## src/rtl/dnsaae_pkg.sv

```systemverilog
// ----------------------------------------------------------------------------
// DNS answer address extractor package
// Shared types and constants for the parser, the result queue and the top.
// ----------------------------------------------------------------------------
`default_nettype none

package dnsaae_pkg;

  localparam int unsigned QuestionNameBytes = 256;
  localparam int unsigned HostNameBytes     = 256;
  localparam int unsigned MaxPacketBytes    = 4096;

  localparam logic [15:0] ServerPortReset = 16'd53;
  localparam int unsigned QueueDepth      = 2;

  localparam logic [3:0] PhIdle   = 4'd0;
  localparam logic [3:0] PhIpHdr  = 4'd1;
  localparam logic [3:0] PhUdp    = 4'd2;
  localparam logic [3:0] PhDnsHdr = 4'd3;
  localparam logic [3:0] PhQLen   = 4'd4;
  localparam logic [3:0] PhQLabel = 4'd5;
  localparam logic [3:0] PhQTail  = 4'd6;
  localparam logic [3:0] PhAStart = 4'd7;
  localparam logic [3:0] PhAName  = 4'd8;
  localparam logic [3:0] PhALabel = 4'd9;
  localparam logic [3:0] PhAPtr   = 4'd10;
  localparam logic [3:0] PhAFixed = 4'd11;
  localparam logic [3:0] PhAData  = 4'd12;
  localparam logic [3:0] PhASkip  = 4'd13;

  localparam logic [1:0] KindChar = 2'd0;
  localparam logic [1:0] KindIpv4 = 2'd1;
  localparam logic [1:0] KindIpv6 = 2'd2;

  localparam logic [7:0]  ProtoUdp   = 8'd17;
  localparam logic [7:0]  PtrMask    = 8'hc0;
  localparam logic [15:0] TypeA      = 16'd1;
  localparam logic [15:0] TypeAaaa   = 16'd28;
  localparam logic [15:0] ClassIn    = 16'd1;
  localparam logic [7:0]  DotChar    = 8'h2e;

  typedef struct packed {
    logic [1:0]  kind;
    logic [7:0]  name_char;
    logic [63:0] address_high;
    logic [63:0] address_low;
    logic [62:0] stamp;
    logic [7:0]  host_length;
  } result_t;

endpackage

`default_nettype wire

```

## src/rtl/dnsaae_parser.sv

```systemverilog
// ----------------------------------------------------------------------------
// DNS answer address extractor parser
// Byte-serial packet parser: one accepted byte per cycle, at most one result.
// ----------------------------------------------------------------------------
`default_nettype none

module dnsaae_parser #(
  parameter int unsigned QuestionNameBytes = dnsaae_pkg::QuestionNameBytes,
  parameter int unsigned HostNameBytes     = dnsaae_pkg::HostNameBytes,
  parameter int unsigned MaxPacketBytes    = dnsaae_pkg::MaxPacketBytes
) (
  input  wire                   clk_i,
  input  wire                   rst_ni,
  input  wire                   take_i,
  input  wire [7:0]             data_byte_i,
  input  wire                   first_byte_i,
  input  wire [12:0]            packet_length_i,
  input  wire [62:0]            time_now_i,
  input  wire [15:0]            server_port_i,
  output logic                  res_valid_o,
  output dnsaae_pkg::result_t   res_o
);

  localparam logic [7:0]  QLimit = 8'(QuestionNameBytes - 1);
  localparam logic [7:0]  HLimit = 8'(HostNameBytes - 1);
  localparam logic [12:0] PktMax = 13'(MaxPacketBytes);

  logic [12:0]  off_q, off_d, len_q, len_d;
  logic [5:0]   ihl_q, ihl_d;
  logic [3:0]   ph_q, ph_d;
  logic [15:0]  hw_q, hw_d, ans_q, ans_d;
  logic [7:0]   lab_q, lab_d, nc_q, nc_d;
  logic [15:0]  rt_q, rt_d, rc_q, rc_d, dl_q, dl_d;
  logic [127:0] acc_q, acc_d;

  logic [12:0] rel;
  logic [5:0]  ihl_new;
  logic [7:0]  b;
  logic        run;

  always_comb begin
    off_d = off_q; len_d = len_q; ihl_d = ihl_q; ph_d = ph_q; hw_d = hw_q;
    ans_d = ans_q; lab_d = lab_q; nc_d = nc_q; rt_d = rt_q; rc_d = rc_q;
    dl_d = dl_q; acc_d = acc_q;
    res_valid_o = 1'b0;
    res_o = '0;
    rel = '0;
    ihl_new = '0;
    b = data_byte_i;
    run = 1'b0;
    if (take_i) begin
      if (first_byte_i) begin
        off_d = '0; ihl_d = '0; hw_d = '0; ans_d = '0; lab_d = '0; nc_d = '0;
        rt_d = '0; rc_d = '0; dl_d = '0; acc_d = '0;
        len_d = (packet_length_i > PktMax) ? PktMax : packet_length_i;
        ph_d = dnsaae_pkg::PhIpHdr;
        run = 1'b1;
      end else if (ph_q != dnsaae_pkg::PhIdle) begin
        run = 1'b1;
      end
    end
    if (run) begin
      if (off_d >= len_d) begin
        ph_d = dnsaae_pkg::PhIdle;
      end else begin
        case (ph_d)
          dnsaae_pkg::PhIpHdr: begin
            if (off_d == 13'd0) begin
              ihl_new = {b[3:0], 2'b00};
              if (b[7:4] != 4'd4 || ihl_new < 6'd20 ||
                  len_d < 13'({1'b0, ihl_new} + 7'd20)) begin
                ph_d = dnsaae_pkg::PhIdle;
              end else begin
                ihl_d = ihl_new;
              end
            end
            if (ph_d != dnsaae_pkg::PhIdle) begin
              if (off_d == 13'd9 && b != dnsaae_pkg::ProtoUdp) begin
                ph_d = dnsaae_pkg::PhIdle;
              end else if (off_d + 13'd1 == 13'(ihl_d)) begin
                ph_d = dnsaae_pkg::PhUdp;
              end
            end
          end
          dnsaae_pkg::PhUdp: begin
            rel = off_d - 13'(ihl_d);
            if (rel == 13'd0) begin
              hw_d = {b, 8'h00};
            end else if (rel == 13'd1) begin
              hw_d = hw_q | 16'(b);
              if ((hw_q | 16'(b)) != server_port_i) ph_d = dnsaae_pkg::PhIdle;
            end else if (rel == 13'd7) begin
              ph_d = dnsaae_pkg::PhDnsHdr;
            end
          end
          dnsaae_pkg::PhDnsHdr: begin
            rel = off_d - 13'(ihl_d) - 13'd8;
            if (rel == 13'd2 && !b[7]) begin
              ph_d = dnsaae_pkg::PhIdle;
            end else if (rel == 13'd6) begin
              hw_d = {b, 8'h00};
            end else if (rel == 13'd7) begin
              ans_d = hw_q | 16'(b);
            end else if (rel == 13'd11) begin
              ph_d = (ans_q != 16'd0) ? dnsaae_pkg::PhQLen : dnsaae_pkg::PhIdle;
            end
          end
          dnsaae_pkg::PhQLen: begin
            if (b == 8'd0 || (b & dnsaae_pkg::PtrMask) != 8'd0) begin
              if (nc_q == 8'd0) begin
                ph_d = dnsaae_pkg::PhIdle;
              end else begin
                lab_d = (b == 8'd0) ? 8'd4 : 8'd5;
                ph_d = dnsaae_pkg::PhQTail;
              end
            end else if ({1'b0, off_d} + 14'(b) >= {1'b0, len_d}) begin
              ph_d = dnsaae_pkg::PhIdle;
            end else begin
              lab_d = b;
              ph_d = dnsaae_pkg::PhQLabel;
              if (nc_q != 8'd0 && nc_q < QLimit) begin
                nc_d = nc_q + 8'd1;
                res_valid_o = 1'b1;
                res_o.kind = dnsaae_pkg::KindChar;
                res_o.name_char = dnsaae_pkg::DotChar;
              end
            end
          end
          dnsaae_pkg::PhQLabel: begin
            lab_d = lab_q - 8'd1;
            if (lab_d == 8'd0) ph_d = dnsaae_pkg::PhQLen;
            if (nc_q < QLimit) begin
              nc_d = nc_q + 8'd1;
              res_valid_o = 1'b1;
              res_o.kind = dnsaae_pkg::KindChar;
              res_o.name_char = b;
            end
          end
          dnsaae_pkg::PhQTail: begin
            lab_d = lab_q - 8'd1;
            if (lab_d == 8'd0) ph_d = dnsaae_pkg::PhAStart;
          end
          dnsaae_pkg::PhAStart, dnsaae_pkg::PhAName: begin
            if (ph_d == dnsaae_pkg::PhAStart &&
                (ans_q == 16'd0 || {1'b0, off_d} + 14'd10 >= {1'b0, len_d})) begin
              ph_d = dnsaae_pkg::PhIdle;
            end else begin
              if (ph_d == dnsaae_pkg::PhAStart) ans_d = ans_q - 16'd1;
              if (b == 8'd0) begin
                lab_d = '0;
                ph_d = dnsaae_pkg::PhAFixed;
              end else if ((b & dnsaae_pkg::PtrMask) != 8'd0) begin
                ph_d = dnsaae_pkg::PhAPtr;
              end else if ({1'b0, off_d} + 14'(b) + 14'd1 >= {1'b0, len_d}) begin
                ph_d = dnsaae_pkg::PhIdle;
              end else begin
                lab_d = b;
                ph_d = dnsaae_pkg::PhALabel;
              end
            end
          end
          dnsaae_pkg::PhALabel: begin
            lab_d = lab_q - 8'd1;
            if (lab_d == 8'd0) ph_d = dnsaae_pkg::PhAName;
          end
          dnsaae_pkg::PhAPtr: begin
            lab_d = '0;
            ph_d = dnsaae_pkg::PhAFixed;
          end
          dnsaae_pkg::PhAFixed: begin
            if (lab_q == 8'd0 && {1'b0, off_d} + 14'd10 >= {1'b0, len_d}) begin
              ph_d = dnsaae_pkg::PhIdle;
            end else begin
              case (lab_q)
                8'd0, 8'd2, 8'd8: hw_d = {b, 8'h00};
                8'd1: rt_d = hw_q | 16'(b);
                8'd3: rc_d = hw_q | 16'(b);
                8'd9: dl_d = hw_q | 16'(b);
                default: ;
              endcase
              lab_d = lab_q + 8'd1;
              if (lab_d == 8'd10) begin
                if (dl_d == 16'd0) begin
                  ph_d = dnsaae_pkg::PhAStart;
                end else if (rc_d == dnsaae_pkg::ClassIn &&
                             ((rt_d == dnsaae_pkg::TypeA && dl_d == 16'd4) ||
                              (rt_d == dnsaae_pkg::TypeAaaa && dl_d == 16'd16))) begin
                  acc_d = '0;
                  ph_d = dnsaae_pkg::PhAData;
                end else begin
                  ph_d = dnsaae_pkg::PhASkip;
                end
              end
            end
          end
          dnsaae_pkg::PhAData: begin
            acc_d = {acc_q[119:0], b};
            dl_d = dl_q - 16'd1;
            if (dl_d == 16'd0) begin
              ph_d = dnsaae_pkg::PhAStart;
              res_valid_o = 1'b1;
              res_o.kind = (rt_q == dnsaae_pkg::TypeA) ? dnsaae_pkg::KindIpv4
                                                       : dnsaae_pkg::KindIpv6;
              res_o.address_high = acc_d[127:64];
              res_o.address_low = acc_d[63:0];
              res_o.stamp = time_now_i;
              res_o.host_length = (nc_q < HLimit) ? nc_q : HLimit;
            end
          end
          dnsaae_pkg::PhASkip: begin
            dl_d = dl_q - 16'd1;
            if (dl_d == 16'd0) ph_d = dnsaae_pkg::PhAStart;
          end
          default: begin
            ph_d = dnsaae_pkg::PhIdle;
          end
        endcase
        if (off_d < 13'h1fff) off_d = off_d + 13'd1;
      end
    end
  end

  always_ff @(posedge clk_i or negedge rst_ni) begin
    if (!rst_ni) begin
      off_q <= '0; len_q <= '0; ihl_q <= '0; ph_q <= dnsaae_pkg::PhIdle;
      hw_q <= '0; ans_q <= '0; lab_q <= '0; nc_q <= '0; rt_q <= '0;
      rc_q <= '0; dl_q <= '0; acc_q <= '0;
    end else begin
      off_q <= off_d; len_q <= len_d; ihl_q <= ihl_d; ph_q <= ph_d;
      hw_q <= hw_d; ans_q <= ans_d; lab_q <= lab_d; nc_q <= nc_d; rt_q <= rt_d;
      rc_q <= rc_d; dl_q <= dl_d; acc_q <= acc_d;
    end
  end

endmodule

`default_nettype wire

```

## src/rtl/dnsaae_queue.sv

```systemverilog
// ----------------------------------------------------------------------------
// DNS answer address extractor result queue
// Small register queue that holds results until the consumer pops them.
// ----------------------------------------------------------------------------
`default_nettype none

module dnsaae_queue (
  input  wire                   clk_i,
  input  wire                   rst_ni,
  input  wire                   wr_i,
  input  dnsaae_pkg::result_t   wr_data_i,
  input  wire                   rd_i,
  output dnsaae_pkg::result_t   rd_data_o,
  output logic                  full_o,
  output logic                  empty_o
);

  localparam int unsigned Depth = dnsaae_pkg::QueueDepth;
  localparam int unsigned PtrW  = $clog2(Depth);

  dnsaae_pkg::result_t mem_q [Depth];
  logic [PtrW-1:0] wp_q, rp_q;
  logic [PtrW:0]   cnt_q;
  logic            do_wr, do_rd;

  assign full_o    = (cnt_q == (PtrW + 1)'(Depth));
  assign empty_o   = (cnt_q == '0);
  assign do_wr     = wr_i && !full_o;
  assign do_rd     = rd_i && !empty_o;
  assign rd_data_o = mem_q[rp_q];

  always_ff @(posedge clk_i) begin
    if (do_wr) mem_q[wp_q] <= wr_data_i;
  end

  always_ff @(posedge clk_i or negedge rst_ni) begin
    if (!rst_ni) begin
      wp_q <= '0; rp_q <= '0; cnt_q <= '0;
    end else begin
      if (do_wr) wp_q <= (wp_q == PtrW'(Depth - 1)) ? '0 : wp_q + 1'b1;
      if (do_rd) rp_q <= (rp_q == PtrW'(Depth - 1)) ? '0 : rp_q + 1'b1;
      cnt_q <= cnt_q + (PtrW + 1)'(do_wr) - (PtrW + 1)'(do_rd);
    end
  end

endmodule

`default_nettype wire

```

## src/rtl/dns_answer_address_extractor_unit.sv

```systemverilog
// ----------------------------------------------------------------------------
// DNS answer address extractor
// Parses captured IPv4/UDP DNS responses and reports question names and
// A/AAAA answer addresses.
// ----------------------------------------------------------------------------
// One packet byte is taken per cycle while full is low, with no gaps
// between packets. Each byte yields at most one result: a question-name
// character, or an address mapping on the last data byte of an A or AAAA
// answer. Results pass through a two-entry queue, so input stalls (full
// high) only when that queue is full. The source port is written through
// the cfg channel, which is always ready.
`default_nettype none

module dns_answer_address_extractor_unit #(
  parameter int unsigned QuestionNameBytes = dnsaae_pkg::QuestionNameBytes,
  parameter int unsigned HostNameBytes     = dnsaae_pkg::HostNameBytes,
  parameter int unsigned MaxPacketBytes    = dnsaae_pkg::MaxPacketBytes
) (
  input  wire         clk_i,
  input  wire         rst_ni,
  input  wire         push,
  output logic        full,
  input  wire [7:0]   data_byte_i,
  input  wire         first_byte_i,
  input  wire [12:0]  packet_length_i,
  input  wire [62:0]  time_now_i,
  output logic        empty,
  input  wire         pop,
  output logic [1:0]  kind_o,
  output logic [7:0]  name_char_o,
  output logic [63:0] address_high_o,
  output logic [63:0] address_low_o,
  output logic [62:0] stamp_o,
  output logic [7:0]  host_length_o,
  input  wire         cfg_valid_i,
  output logic        cfg_ready_o,
  input  wire [15:0]  cfg_data_i
);

  logic [15:0] port_q;
  logic        res_valid;
  dnsaae_pkg::result_t res, head;

  assign cfg_ready_o = 1'b1;

  always_ff @(posedge clk_i or negedge rst_ni) begin
    if (!rst_ni) begin
      port_q <= dnsaae_pkg::ServerPortReset;
    end else if (cfg_valid_i) begin
      port_q <= cfg_data_i;
    end
  end

  dnsaae_parser #(
    .QuestionNameBytes(QuestionNameBytes),
    .HostNameBytes(HostNameBytes),
    .MaxPacketBytes(MaxPacketBytes)
  ) u_parser (
    .clk_i(clk_i),
    .rst_ni(rst_ni),
    .take_i(push && !full),
    .data_byte_i(data_byte_i),
    .first_byte_i(first_byte_i),
    .packet_length_i(packet_length_i),
    .time_now_i(time_now_i),
    .server_port_i(port_q),
    .res_valid_o(res_valid),
    .res_o(res)
  );

  dnsaae_queue u_queue (
    .clk_i(clk_i),
    .rst_ni(rst_ni),
    .wr_i(res_valid),
    .wr_data_i(res),
    .rd_i(pop),
    .rd_data_o(head),
    .full_o(full),
    .empty_o(empty)
  );

  assign kind_o         = head.kind;
  assign name_char_o    = head.name_char;
  assign address_high_o = head.address_high;
  assign address_low_o  = head.address_low;
  assign stamp_o        = head.stamp;
  assign host_length_o  = head.host_length;

endmodule

`default_nettype wire

```

## config.mk

```make
export PLATFORM = sky130hd
export DESIGN_NAME = dns_answer_address_extractor_unit
export DESIGN_NICKNAME = d
export VERILOG_FILES = /design/src/rtl/dnsaae_pkg.sv /design/src/rtl/dnsaae_parser.sv /design/src/rtl/dnsaae_queue.sv /design/src/rtl/dns_answer_address_extractor_unit.sv
export SDC_FILE = /design/constraint.sdc
export NUM_CORES = 1
export LEC_CHECK = 0
export BUFFER_PORTS_ARGS = -buffer_cell sky130_fd_sc_hd__buf_4
export CAP_MARGIN = 30
export CORE_MARGIN = 2
export CORE_UTILIZATION = 55
export DETAILED_ROUTE_END_ITERATION = 7
export GPL_TIMING_DRIVEN = 0
export PLACE_DENSITY = 0.75
export SYNTH_ARGS = -nofsm -noshare
export SYNTH_HDL_FRONTEND = slang
export SYNTH_SLANG_ARGS = --single-unit
```

## constraint.sdc

```tcl
create_clock -name clk_i -period 25.4 [get_ports clk_i]
set_clock_uncertainty 0.1 [all_clocks]
set_input_delay 1.27 -clock clk_i [delete_from_list [all_inputs] [get_ports clk_i]]
set_output_delay 1.27 -clock clk_i [all_outputs]
set_load 0.01 [all_outputs]
```

==> results of run 1 <==
-- per-stage QoR --
step | std cells | instance area (µm²) | setup slack, ps | hold WS, ps
after detailed placement | 3918 | 37500 | 13880 | 378
after global routing | 4053 | 40000 | 13880 | 411
after CTS | 4052 | 40000 | 14480 | 394
after global placement | 3900 | 37200 | 603 | 368
after floorplan | 2803 | 33800 | 8830 | 355
final | 4054 | 40000 | 14230 | 394
-- cell families after synthesis --
| kind of cell | synth area share |
|---|---|
| muxes | 0.0887 |
| xor gates and xnor gates | 0.0218 |
| buffers and inverters | 0.0285 |
| AOI/OAI and AO/OA | 0.120 |
| and+or+nand+nor | 0.133 |
| other | 0.000111 |
| adders and majority gates | 0.0352 |
| DFF | 0.573 |
-- synth_stat cells (11+ instances only) --
master    count  area share
a31oi_1      12      0.0022
a22o_1      139       0.036
clkbuf_1    127       0.014
nand3_1      64      0.0095
and2_1      204       0.038
a21o_1       21      0.0047
and3_1       29      0.0054
nor2b_1      12      0.0022
edfxtp_1    418        0.37
o21a_1       15      0.0033
or2_2        13      0.0024
a22oi_1      14      0.0031
o21ai_0     116       0.017
o22ai_1      13      0.0024
dfrtp_1     268        0.20
or3_1        21      0.0039
inv_1        63      0.0070
nand2b_1     16      0.0030
mux2_2      236       0.079
nand4_1      22      0.0041
a211oi_1     14      0.0031
xor2_1       27      0.0070
nor2_1      117       0.013
nand2_1     214       0.024
mux2i_1      34       0.010
o211ai_1     11      0.0024
a21oi_1     102       0.015
ha_1         91       0.034
o31ai_1      13      0.0029
xnor2_1      57       0.015
nor3_1       59      0.0087
nor4_1       29      0.0054
buf_2        27      0.0040
or4_1        11      0.0024
-- layout by cell type (no fill, tap or decap), types with 63 or more instances in the layout --
cell	count
a22o_1	139
edfxtp_1	418
ha_1	91
clkbuf_16	75
nand3_1	64
nand2_1	214
and2_1	203
a21oi_1	102
inv_1	63
mux2_2	236
clkbuf_1	141
nor2_1	117
o21ai_0	116
buf_4	319
dfrtp_1	268
-- sequential cells by signal, summed over array words and instances, names as in the netlist, 8 cells and up --
name,cells
u_queue.mem_q,418
u_parser.acc_q,120
port_q,16
u_parser.ans_q,16
u_parser.dl_q,16
u_parser.hw_q,16
u_parser.rc_q,16
u_parser.rt_q,16
u_parser.len_q,13
u_parser.off_q,13
u_parser.lab_q,8
u_parser.nc_q,8
-- area by class of cell --
| class | count | area share |
|---|---|---|
| clock buffers | 95 | 0.0503 |
| inverters | 64 | 0.00601 |
| clock inverters | 39 | 0.0113 |
| well taps | 782 | 0.0245 |
| flip-flops and latches | 690 | 0.484 |
| diodes | 1 | 0.0000626 |
| plain buffers | 175 | 0.0181 |
| multi-input cells | 1874 | 0.338 |
| repair buffers | 334 | 0.0679 |
-- path summary, 6_finish.rpt --
kind	cells after the start	to
min	1	u_parser.acc_q[113]
max in group asynchronous	2	u_parser.len_q[1]
min reg2reg	1	u_parser.acc_q[113]
min in group asynchronous	1	port_q[10]
max reg2reg	29	u_queue.mem_q[1][188]
max	29	u_queue.mem_q[1][188]
-- power breakdown --
group          switching [mW]  total, mW  internal (mW)  leakage [nW]
clock network           0.452       1.10          0.645          1.20
logic                   0.576       1.09          0.515          7.33
registers             0.00926       1.20           1.19          7.61
-- metal layers --
metal,vias to the layer above,wire length (µm),part of all wire,global-route usage
li1,11300,-,-,-
met1,12500,39500,0.40,0.404
met2,1206,46300,0.47,0.498
met3,274,7950,0.081,0.0525
met4,0,4070,0.042,0.129
met5,-,0,0,0
==> flow_metrics.py, run 1 <==
metrics = {
    "grt": {
        "grt.total_usage": 0.305,
        "grt_first_pass_wirelength_um": 148000,
        "grt_overflow": 0,
        "grt_max_degree": 108,
        "antenna_found_initial": 1,
        "first_global_vias": 24900,
    },
    "layout": {
        "layout-drive-gt1-share": 0.235,
        "fillers": 4464,
        "nets": 3411,
        "area.growth.synth_to_final_pct": 18.2,
        "utilization": 0.660,
        "multiInputGateArea_um2": 13500,
        "regArea_um2": 19400,
    },
    "setup_path": {
        "cp-start-kind": "primary input",
        "r2r-start": "u_queue.cnt_q[0]",
        "crit_type": "primary input to register",
        "cp-end-kind": "register",
        "arrival_ps": 11350,
        "crit_fanout": 63,
        "critPathRequiredTime_ps": 25580,
        "crit_family": "buffers and inverters",
        "slowest_delay_ps": 770,
        "crit_start": "push",
        "r2r_slack_ps": 14580,
        "slowest_stage": "buf_1",
        "cp_num_buf_inv": 10,
    },
    "pwr": {
        "ir_drop_v": 0.0000490,
        "p_per_area_nw_per_um2": 84.8,
        "power_leakage_nw": 16.1,
        "total_power_mw": 3.39,
    },
    "clock_network": {
        "root_buffer": "clkbuf_16",
        "cts.repair.resized": 0,
        "cts_made_buffers": 73,
        "cts_hold_buf": 0,
        "cts_sinks": 690,
        "clk_latency_ps": 620,
        "postCtsSetupBuffers": 0,
        "tritoncts": "built",
        "ctsHtreeMaxLevel": 3,
        "path_clk_slew_ps": 60,
        "clock_path_buffers": 3,
    },
    "routing": {
        "wirelength_um": 97800,
        "wl_per_cell_um": 24.1,
        "viasPerCell": 6.22,
        "drt_iter0_markers": 2376,
        "vias": 25200,
        "ant_nets": 0,
        "first_pass_iters": 8,
        "drc": 0,
    },
    "floorplanning": {
        "fp.dieW_um": 252,
        "rows": 90,
        "core_area_um2": 60600,
        "die_h_um": 252,
        "design.die.area_um2": 63500,
        "initial_core_util": 0.558,
        "io_pins": 318,
    },
    "yosys": {
        "syn-cell-area_um2": 33800,
        "synthArstFlopShare": 0.394,
        "yosysSeqAreaShare": 0.573,
        "synth_area_per_cell_um2": 12.1,
        "ys_ff_latch": 690,
        "synth_edf_count": 418,
        "syn_nets": 3002,
        "synth_cell_types": 95,
        "synth_cells": 2803,
        "ys.flop_type": "edfxtp_1",
        "yosysWarnings": 0,
    },
    "timing": {
        "setup_tns_ps": 0,
        "final_max_slew_viol_count": 0,
        "final_hold_viol_count": 0,
        "max_freq_ghz": 0.0895,
        "relSlewSlack": 0.274,
        "period_minus_slack_ps": 11170,
        "min_period_over_period": 0.440,
        "worst_pin_slew_ps": 1090,
        "finalSetupViolCount": 0,
        "rsz0062_at_grt": "no",
    },
    "place": {
        "dp_hpwl_um": 68900,
        "place_congestion": 0.957,
        "port_buffers": 315,
    },
    "min_path": {
        "hp-start": "u_parser.acc_q[113]",
        "hp-class": "register to register",
    },
    "job": {
        "drv_cap": 0,
    },
    "status": {
        "status": "completed",
    },
}
Note: power is estimated with default switching activity, not from simulation.
==> run 2, diff against run 1 <==
--- a/config.mk
+++ b/config.mk
@@ -5,13 +5,14 @@
 export SDC_FILE = /design/constraint.sdc
 export NUM_CORES = 1
 export LEC_CHECK = 0
+export ABC_AREA = 1
 export BUFFER_PORTS_ARGS = -buffer_cell sky130_fd_sc_hd__buf_4
 export CAP_MARGIN = 30
 export CORE_MARGIN = 2
 export CORE_UTILIZATION = 55
 export DETAILED_ROUTE_END_ITERATION = 7
 export GPL_TIMING_DRIVEN = 0
-export PLACE_DENSITY = 0.75
+export PLACE_DENSITY = 0.74
 export SYNTH_ARGS = -nofsm -noshare
 export SYNTH_HDL_FRONTEND = slang
 export SYNTH_SLANG_ARGS = --single-unit
==> constraint.sdc (replaced) <==
create_clock -name clk_i -period 11.3 [get_ports clk_i]
set_clock_uncertainty 0.1 [all_clocks]
set_input_delay 0.565 -clock clk_i [delete_from_list [all_inputs] [get_ports clk_i]]
set_output_delay 0.565 -clock clk_i [all_outputs]
set_load 0.01 [all_outputs]
==> flow_metrics.py, run 2 <==
metrics = {
    "yosys": {
        "yosysWarnings": 0,
        "synth_cell_types": 65,
        "ys_ff_latch": 690,
        "synth_largest_area_cell": "edfxtp_1",
        "synth_area_per_cell_um2": 8.46,
        "synth_cells": 4284,
        "syn_nets": 4483,
        "synth_edf_count": 418,
        "yosysSeqAreaShare": 0.534,
        "synth_top_area_frac": 0.346,
        "syn-cell-area_um2": 36300,
        "synthTopCellsByCount": "1319 x nand2_1, 503 x nor2_1, 454 x inv_1",
        "ys.flop_type": "edfxtp_1",
        "synth_area_leaders": "edfxtp_1 35%, dfrtp_1 18%, nand2_1 14%",
        "synthMostInstantiatedCell": "nand2_1",
        "synthArstFlopShare": 0.394,
    },
    "clock_network": {
        "tritoncts": "built",
        "root_buffer": "clkbuf_16",
        "clock_path_buffers": 3,
        "ctsHtreeMaxLevel": 3,
        "cts.repair.resized": 0,
        "cts_made_buffers": 74,
        "cts_hold_buf": 1,
        "clk_latency_ps": 620,
        "path_clk_slew_ps": 60,
        "postCtsSetupBuffers": 0,
        "cts_sinks": 690,
    },
    "timing": {
        "setup_tns_ps": 0,
        "min_period_over_period": 0.762,
        "rsz0062_at_grt": "no",
        "finalSetupViolCount": 0,
        "max_freq_ghz": 0.116,
        "timing.hold.ws_ps": 56.1,
        "worst_pin_slew_ps": 969,
        "relSlewSlack": 0.354,
        "final_max_slew_viol_count": 0,
        "period_minus_slack_ps": 8610,
        "final_hold_viol_count": 0,
        "setup_ws_ps": 2690,
    },
    "layout": {
        "nets": 4893,
        "area.growth.synth_to_final_pct": 17.6,
        "design_area_um2": 42600,
        "layout-drive-gt1-share": 0.124,
        "utilization": 0.651,
        "largestRegisters": "u_queue.mem_q x418, u_parser.acc_q x120",
        "final_cells": 5619,
        "largest-register": "u_queue.mem_q",
        "largest_reg_flops": 418,
        "final_cell_mix": "1319 x nand2_1, 501 x nor2_1, 454 x inv_1",
        "final_common_cell": "nand2_1",
    },
    "setup_path": {
        "slowest_delay_ps": 690,
        "critPathRequiredTime_ps": 11510,
        "crit_top_cell": "buf_12",
        "crit_type": "register to register",
        "cp-start-kind": "register",
        "arrival_ps": 8820,
        "slowest_stage": "clkinv_1",
        "crit_family": "buffers and inverters",
        "cp-end-kind": "register",
        "cp_num_buf_inv": 11,
        "crit_fanout": 31,
    },
    "pwr": {
        "p_per_area_nw_per_um2": 189,
        "total_power_mw": 8.05,
        "ir_drop_v": 0.000260,
        "power_leakage_nw": 19.1,
    },
    "routing": {
        "drt_iter0_markers": 3136,
        "wl_per_cell_um": 19.2,
        "wirelength_um": 108000,
        "first_pass_iters": 6,
        "ant_nets": 0,
        "viasPerCell": 5.56,
        "vias": 31200,
        "drc": 0,
    },
    "floorplanning": {
        "design.die.area_um2": 68000,
        "io_pins": 318,
        "initial_core_util": 0.553,
        "die_h_um": 261,
        "core_area_um2": 65500,
        "fp.dieW_um": 261,
        "rows": 94,
    },
    "place": {
        "dp_cells": 5481,
        "port_buffers": 315,
        "dp_hpwl_um": 78500,
        "place_area_um2": 40100,
        "place_congestion": 0.966,
        "place_ws_ps": 2570,
    },
    "grt": {
        "first_global_vias": 29300,
        "grt_max_degree": 100,
        "grt.total_usage": 0.314,
        "grt_first_pass_wirelength_um": 165000,
        "grt_overflow": 0,
        "antenna_found_initial": 0,
    },
    "min_path": {
        "hp-class": "primary input to register",
    },
    "job": {
        "drv_cap": 0,
    },
    "status": {
        "status": "completed",
    },
}
-- run 2: changes by cell type after synthesis, sizes merged, moves of 112 or more --
cell	delta
a22o	-112
mux2	-228
nand3	+114
o21ai	+122
nand2	+1124
nor2	+402
and2	-199
inv	+411
-- run 2: path summary, 6_finish.rpt --
path | start | end | slack (ps) | cells past startpoint
max | u_queue.cnt_q[1] | u_queue.mem_q[1][34] | 2690 | 26
min | cfg_data_i[0] | port_q[0] | 60 | 3
max reg2reg | u_queue.cnt_q[1] | u_queue.mem_q[1][34] | 2690 | 26
min reg2reg | port_q[4] | port_q[4] | 400 | 2
max in group asynchronous | rst_ni | u_parser.acc_q[17] | 9240 | 4
min in group asynchronous | rst_ni | u_parser.rt_q[8] | 430 | 2
-- run 2: kinds of logic (layout without fill, tap and decap cells) --
group           Yosys count  after routing  share of synthesized area
simple gates           2193           2193                      0.249
flops                   690            690                      0.534
buf+inv                 666           1136                     0.0726
compound gates          543            543                     0.0871
fa+ha+maj                93             93                     0.0325
xor+xnor                 90             90                     0.0217
mux                       8              8                    0.00248
other cells               1              2                   0.000103
-- run 2: tightest hold or removal path: cells and delay by family --
| family | cells | cell delay [ps] |
|---|---|---|
| simple gates | 1 | 40 |
| buf+inv | 1 | 70 |
| compound gates | 1 | 60 |
-- run 2: where the power goes --
part	leakage, nW	total (mW)	internal, mW	switching [mW]
combinational	10.6	2.80	0.934	1.87
sequential	7.36	2.77	2.70	0.0666
clock	1.20	2.48	1.46	1.02
-- run 2: final cells by class --
cell class                 count  area [µm²]
antenna                        1        2.50
buffer                       186         832
clock buffer                  95        1980
clock inverter                41         493
fill                        5448       22900
inverter                     480        1800
multi-input combinational   2928       14300
sequential                   690       19400
tap                          864        1080
timing repair buffer         334        2790
-- run 2: metal layers --
layer  share of wire  up-vias  track usage
met5               0        -            0
met1            0.40    14700        0.411
li1                -    14900            -
met2            0.48     1358        0.516
met3           0.075      281       0.0454
met4           0.050        0        0.153
